### config.mk
export PLATFORM = sky130hd
export DESIGN_NAME = imaxpq_ctrl
export DESIGN_NICKNAME = d
export VERILOG_FILES = /design/src/rtl/core/imaxpq_pkg.sv /design/src/rtl/core/imaxpq_ctrl.sv
export SDC_FILE = /design/constraint.sdc
export NUM_CORES = 1
export LEC_CHECK = 0
export ABC_AREA = 1
export BUFFER_PORTS_ARGS = -buffer_cell sky130_fd_sc_hd__buf_2
export CORE_MARGIN = 2
export CORE_UTILIZATION = 54
export DETAILED_ROUTE_END_ITERATION = 8
export PLACE_DENSITY = 0.8
export SLEW_MARGIN = 5
export SYNTH_ARGS = -nofsm -noshare
export SYNTH_HDL_FRONTEND = slang
export SYNTH_SLANG_ARGS = --single-unit
### constraint.sdc
create_clock -name clock -period 3.1 [get_ports clock]
set_input_delay 0.465 -clock clock [delete_from_list [all_inputs] [get_ports clock]]
set_output_delay 0.465 -clock clock [all_outputs]
set_load 0.1 [all_outputs]
### src/rtl/core/imaxpq_pkg.sv
package imaxpq_pkg;

   localparam int HEAP_SLOTS_DEF = 64;
   localparam int COST_BITS_DEF = 32;
   localparam int HANDLES = 64;
   localparam int HANDLE_BITS = 6;
   localparam int COST_FIELD_BITS = 32;
   localparam int COUNT_FIELD_BITS = 7;

   typedef enum logic [1:0] {
      OP_INSERT = 2'd0,
      OP_REMOVE_MAX = 2'd1,
      OP_DELETE = 2'd2,
      OP_UPDATE = 2'd3
   } opcode_type;

   typedef enum logic [2:0] {
      ST_OK = 3'd0,
      ST_EMPTY = 3'd1,
      ST_FULL = 3'd2,
      ST_ABSENT = 3'd3,
      ST_DUPLICATE = 3'd4
   } status_type;

   typedef enum logic [3:0] {
      CMD_NONE = 4'd0,
      CMD_LOOKUP = 4'd1,
      CMD_INSERT = 4'd2,
      CMD_TAKE = 4'd3,
      CMD_SET_COST = 4'd4,
      CMD_READ_NODE = 4'd5,
      CMD_READ_PARENT = 4'd6,
      CMD_READ_LEFT = 4'd7,
      CMD_READ_RIGHT = 4'd8,
      CMD_SWAP_UP = 4'd9,
      CMD_SWAP_DOWN = 4'd10,
      CMD_RESULT = 4'd11
   } cmd_type;

   typedef struct packed {
      logic present;
      logic is_empty;
      logic is_full;
      logic take_last;
      logic has_parent;
      logic up_wins;
      logic has_left;
      logic has_right;
      logic down_wins;
   } stat_type;

endpackage

### src/rtl/core/imaxpq_ctrl.sv
module imaxpq_ctrl (
   input logic clock,
   input logic reset,
   input logic req_tvalid,
   output logic req_tready,
   output logic rsp_tvalid,
   input logic rsp_tready,
   input imaxpq_pkg::stat_type stat,
   input logic [1:0] op_code,
   input logic [2:0] res_status,
   output imaxpq_pkg::cmd_type cmd,
   output logic load,
   output logic capture
);
   import imaxpq_pkg::*;

   typedef enum logic [10:0] {
      S_IDLE = 11'b00000000001,
      S_LOOK = 11'b00000000010,
      S_DISPATCH = 11'b00000000100,
      S_TAKE = 11'b00000001000,
      S_FILL = 11'b00000010000,
      S_RDNODE = 11'b00000100000,
      S_RDPAR = 11'b00001000000,
      S_UPCHK = 11'b00010000000,
      S_RDL = 11'b00100000000,
      S_RDR = 11'b01000000000,
      S_DNCHK = 11'b10000000000
   } state_type;

   state_type state_ff, state_in;
   logic vld_ff, vld_in;

   assign req_tready = (state_ff == S_IDLE) && (!vld_ff || rsp_tready);
   assign load = req_tvalid && req_tready;
   assign rsp_tvalid = vld_ff;

   always_comb begin
      state_in = state_ff;
      cmd = CMD_NONE;
      capture = 1'b0;
      case (state_ff)
         S_IDLE: if (load) state_in = S_LOOK;
         S_LOOK: begin
            cmd = CMD_LOOKUP;
            state_in = S_DISPATCH;
         end
         S_DISPATCH: begin
            if (res_status != ST_OK) begin
               capture = 1'b1;
               state_in = S_IDLE;
            end else if (op_code == OP_INSERT) begin
               cmd = CMD_INSERT;
               state_in = S_UPCHK;
            end else if (op_code == OP_UPDATE) begin
               cmd = CMD_SET_COST;
               state_in = S_UPCHK;
            end else begin
               state_in = S_TAKE;
            end
         end
         S_TAKE: begin
            cmd = CMD_TAKE;
            if (stat.take_last) state_in = S_RDL;
            else state_in = S_FILL;
         end
         S_FILL: begin
            cmd = CMD_SET_COST;
            state_in = S_UPCHK;
         end
         S_UPCHK: begin
            if (stat.has_parent) begin
               cmd = CMD_READ_PARENT;
               state_in = S_RDPAR;
            end else state_in = S_RDL;
         end
         S_RDPAR: begin
            if (stat.up_wins) begin
               cmd = CMD_SWAP_UP;
               state_in = S_RDNODE;
            end else state_in = S_RDL;
         end
         S_RDNODE: begin
            cmd = CMD_READ_PARENT;
            state_in = stat.has_parent ? S_RDPAR : S_RDL;
            if (!stat.has_parent) begin
               capture = 1'b1;
               state_in = S_IDLE;
            end
         end
         S_RDL: begin
            if (stat.has_left) begin
               cmd = CMD_READ_LEFT;
               state_in = S_RDR;
            end else begin
               capture = 1'b1;
               state_in = S_IDLE;
            end
         end
         S_RDR: begin
            if (stat.has_right) cmd = CMD_READ_RIGHT;
            state_in = S_DNCHK;
         end
         S_DNCHK: begin
            if (stat.down_wins) begin
               cmd = CMD_SWAP_DOWN;
               state_in = S_RDL;
            end else begin
               capture = 1'b1;
               state_in = S_IDLE;
            end
         end
         default: state_in = S_IDLE;
      endcase
   end

   always_comb begin
      vld_in = vld_ff;
      if (rsp_tready) vld_in = 1'b0;
      if (capture) vld_in = 1'b1;
   end

   always_ff @(posedge clock) begin
      if (reset) begin
         state_ff <= S_IDLE;
         vld_ff <= 1'b0;
      end else begin
         state_ff <= state_in;
         vld_ff <= vld_in;
      end
   end

endmodule

* Word level (Yosys, flattened, before mapping)
Index checks and enable logic that the tools add are counted.
** Word-level totals
- Bits in registers :: 12
- Bits in latches :: 0
- Input bits :: 18
- Word-level logic and storage cells :: 49
- RAM bits :: 0
- ROM bits :: 0
- Memories :: 0
- Output and inout bits :: 8
** Operators by class
- Reductions and logical operators :: 7
- Eq/ne operators :: 13
- Shift-type cells :: 0
- $mul :: 0
- Div/mod/pow operators :: 0
- Magnitude comparators :: 0
- Add/sub/neg operators :: 0
- Mux-type cells :: 27
- Bitwise gates (word level) :: 0
** Operators with widths (number)
- $pmux W11 S11 :: 1
- $pmux W4 S10 :: 1
- $mux W9 :: 4
- $mux W8 :: 3
- $mux W3 :: 5
- $mux W4 :: 3
- $eq A11 B1 Y1 const B :: 1
- $eq A11 B10 Y1 const B :: 1
- $eq A11 B11 Y1 const B :: 1
- $eq A11 B2 Y1 const B :: 1
- $eq A11 B3 Y1 const B :: 1
- $eq A11 B4 Y1 const B :: 1
- $eq A11 B5 Y1 const B :: 1
- $eq A11 B6 Y1 const B :: 1
- $eq A11 B7 Y1 const B :: 1
- $eq A11 B8 Y1 const B :: 1
- $eq A11 B9 Y1 const B :: 1
- $mux W11 :: 1
- $mux W10 :: 1
- $mux W7 :: 1
- $mux W1 :: 6
- $pmux W1 S4 :: 1
- $reduce_bool A3 Y1 :: 1
- $eq A2 B2 Y1 const B :: 1
- 6 further kinds :: 7

* Longest topological paths before layout
- Word-level depth :: 6
- Depth in mapped cells :: 8
- Mapped depth without buffers :: 8

* Least setup slack after synthesis
OpenSTA, ideal clock, no wires.
- Path type :: flip-flop to output port
- From :: register vld_ff, in the netlist rsp_tvalid
- To :: output port load
- Arrival :: 2.881 ns
- Slack :: -0.246 ns
- Cell stages (with the launch flop) :: 6
- Buffers on the path :: 0
- Data required time :: 2.635 ns
- Cell sequence :: dfxtp_1 -> nand2_1 -> inv_1 -> nor4_4 -> nand2_1 -> inv_1
** On the way
- Cells in the longest elaborated chain, start to end :: 4
** RTL lines
- start, declared :: RTL line imaxpq_ctrl.sv:32 : logic vld_ff, vld_in;
- start signal, assigned :: RTL line imaxpq_ctrl.sv:129 : vld_ff <= vld_in;
- $logic_not A1 Y1 :: RTL line imaxpq_ctrl.sv:34 : assign req_tready = (state_ff == S_IDLE) && (!vld_ff || rsp_tready);
- $logic_or A1 B1 Y1 :: RTL line imaxpq_ctrl.sv:34
- $logic_and A1 B1 Y1 :: RTL line imaxpq_ctrl.sv:34
- via req_tready :: RTL line imaxpq_ctrl.sv:5 : output logic req_tready,
- $logic_and A1 B1 Y1 :: RTL line imaxpq_ctrl.sv:35 : assign load = req_tvalid && req_tready;
- end, declared :: RTL line imaxpq_ctrl.sv:12 : output logic load,
The timed path passes the listed nets, and every way through them passes these cells.

* Worst setup path in the final report
- From :: register state_ff[0]
- To :: output port cmd[1]
** On the way
- Cells in the longest elaborated chain, start to end :: 2
- Elaborated cells between the ends (all ways) :: 11
- Classes of those cells :: 10 x eq/ne; 1 x mux
** RTL lines
- start, declared :: RTL line imaxpq_ctrl.sv:31 : state_type state_ff, state_in;
- start signal, assigned :: RTL line imaxpq_ctrl.sv:128 : state_ff <= state_in;
- $eq A11 B11 Y1, or another cell as far along :: RTL line imaxpq_ctrl.sv:42 : case (state_ff)
- $pmux W4 S10 (*) :: RTL line imaxpq_ctrl.sv:42
- end, declared :: RTL line imaxpq_ctrl.sv:11 : output imaxpq_pkg::cmd_type cmd,
Every way passes the cells marked *; elsewhere a longest branch is shown, timed or not.

==> summary.md <==
| Metric | Value |
|---|---|
| Diodes inserted | 0 |
| Synth top area share | 26.7% |
| Ys async rst share | 0% |
| CP max FO | 8 |
| CTS Hold Bufs | 0 |
| Placed Instances | 180 |
| Hold Path Stages | 2 |
| Synth Cell Area | 901 um2 |
| Syn avg cell area | 6.34 um2 |
| Max-slew headroom | 67.5% |
| Global-route wire length before repair | 3250 um |
| Initial drt markers | 26 |
| Die area | 2010 um2 |
| Final Max Tran Viols | 0 |
| Syn nets | 162 |
| Setup Total Neg Slack | 0 ns |
| Initial antenna violation count | 0 |
| Synthesis-to-layout area growth | 19.0% |
| Synth area leaders | dfxtp_1 (27%), nand2_1 (15%), inv_1 (11%) |
| Power density cells | 771 nW/um2 |
| Max cap viols | 0 |
| Initial Utilization | 58.4% |
| Clock net sink count | 12 |
| Tmin final | 2.45 ns |
| Status | finished clean |
| Core Box Area | 1540 um2 |
| Crit path depth | 8 |
| RSZ-0062 raised after global routing | false |
| DRC viols | 0 |
| Hold endpoint | state_ff[4] |
| Commonest non-fill, non-tap cell in the layout | nand2_1 |
| CP max stage cell | buf_2 |
| Peak supply drop | 0.821 mV |
| EDFF count, synth | 0 |
| H-Tree Depth | 1 |
| Cell chain of the critical path | nor2_1 > nand2_2 > nor2_4 > nand3_1 > nand2_1 > a21oi_1 > nand3b_1 > buf_2 |
| Via count | 948 |
| Flop-to-flop setup slack | 1.73 ns |
| Setup CP Type | flop to primary output |
| CP startpoint kind | flop |
| IO Port Bufs | 22 |
| Routability-driven placement congestion ratio | 0.918 |
| Maximum buffer depth of the clock tree | 2 |
| Type of destination of the critical path | primary output |
| Total GRT Usage | 22.2% |
| Largest net degree at the start of global routing | 10 |
| Clk Latency, worst-skew pair | 0.28 ns |
| Worst EP required | 2.63 ns |
| Overflow left after global routing | 0 |
| WL/cell | 10.8 um |
| Cells after Synth | 142 |
| # IOs | 26 |
| Vias per inst | 5.15 |
| Row count | 14 |
| Fin area | 1070 um2 |
| Clk slew on worst S/H paths | 0.08 ns |
| Die W | 44.8 um |
| Largest delay share family, worst path | simple AND/OR/NAND/NOR gates |
| Root Driver | clkbuf_4 |
| TritonCTS Buffers | 3 |
| Util after Layout | 69.6% |
| Top_reg_cell synth | dfxtp_1 |
| Final Non-Filler Cells | 184 |
| Setup violators final | 0 |
| FF-to-FF Start | state_ff[2] |
| Vias in the first global route | 847 |
| Synth area leader | dfxtp_1 |
| Fmax | 408 MHz |
| Fin nets | 189 |
| Fin. Hold Viols | 0 |
| Most frequent cells in the layout | nand2_1 (35), inv_1 (25), buf_2 (22) |
| #FFs+latches synth | 12 |
| Placed Area | 1040 um2 |
| Resize count post-CTS | 0 |
| Slowest stage delay, CP | 0.42 ns |
| Hold wc startpoint | stat[5] |
| Worst hold path class | primary input to flop |
| Post-CTS Setup Bufs | 0 |
| Crit path buf inv count | 1 |
| Share of cells above drive strength 1 | 26.2% |
| Critical R2R Capture | state_ff[5] |
| Reg2Reg Depth | 8 |
| Chip height | 44.8 um |
| Worst Tran Pin Value | 0.490 ns |
| Clock Skew | 0.00203 ns |
| Seq/Total Area, Yosys | 26.7% |
| Post-DRT Antenna Nets | 0 |
| Final worst path period share | 79.1% |
| CTS tree | yes |
| DRT Wirelength | 1990 um |
| Leak Pwr | 0.630 nW |
| Synth cell types | 23 |
| Crit path DAT | 1.99 ns |
| DP HPWL | 1640 um |
| First-pass DRT Iterations | 4 |
| Syn. warnings | 0 |
worst max-delay path by stage:
stage                           start  endpoint  slack, ns
final                     state_ff[0]    cmd[1]       0.65
after global routing      state_ff[0]    cmd[1]       0.48
after CTS                 state_ff[0]    cmd[1]       0.65
after detailed placement  state_ff[0]    cmd[1]       0.98
after global placement    state_ff[0]    cmd[1]        1.0
after floorplan            rsp_tvalid      load       0.11
per-stage QoR:
stage	hold WS (ns)	total power, mW	worst slack [ns]
after floorplan	0.527	0.628	0.113
after global placement	0.478	0.695	0.998
after detailed placement	0.477	0.701	0.977
after CTS	0.348	0.832	0.647
after global routing	0.371	0.869	0.483
final	0.356	0.827	0.647
power by group:
group	leakage (nW)	internal [mW]	switching, mW
combinational	0.511	0.124	0.383
clock	0.0210	0.0716	0.0591
sequential	0.0980	0.175	0.0138
total	0.630	0.370	0.456
routing by layer:
metal	track usage (%)	share of wire, %
met4	10.6	1.9
met1	26.9	46
met5	0	0
met2	38.8	47
met3	2.80	5.1
cells in the mapped netlist, types with 2 or more instances:
cell / n
a21oi_1: 4
dfxtp_1: 12
ha_1: 2
inv_1: 26
nand2_1: 35
nand2_2: 3
nand3_1: 15
nand3b_1: 5
nand4_1: 2
nor2_1: 18
nor2_2: 3
nor2_4: 2
nor3_1: 3
o21ai_1: 3
sequential cells by signal, summed over array words and instances, names as in the netlist:
signal      flops
rsp_tvalid      1
state_ff       11
kinds of logic (layout without fill, tap and decap cells):
| family | Yosys count | count (layout) | synth area share (%) |
|---|---|---|---|
| compound gates | 9 | 9 | 5.42 |
| buf+inv | 27 | 53 | 11.2 |
| fa+ha+maj | 2 | 2 | 2.78 |
| flops | 12 | 12 | 26.7 |
| simple gates | 92 | 92 | 53.9 |
cell type report:
type	instances	area, um2
multi-input cells	103	559
clock buffers	4	36.3
fillers	137	469
repair buffers	22	110
flip-flops and latches	12	241
well taps	16	20.0
inverters	27	105
Power figures use the tool's default switching activity.
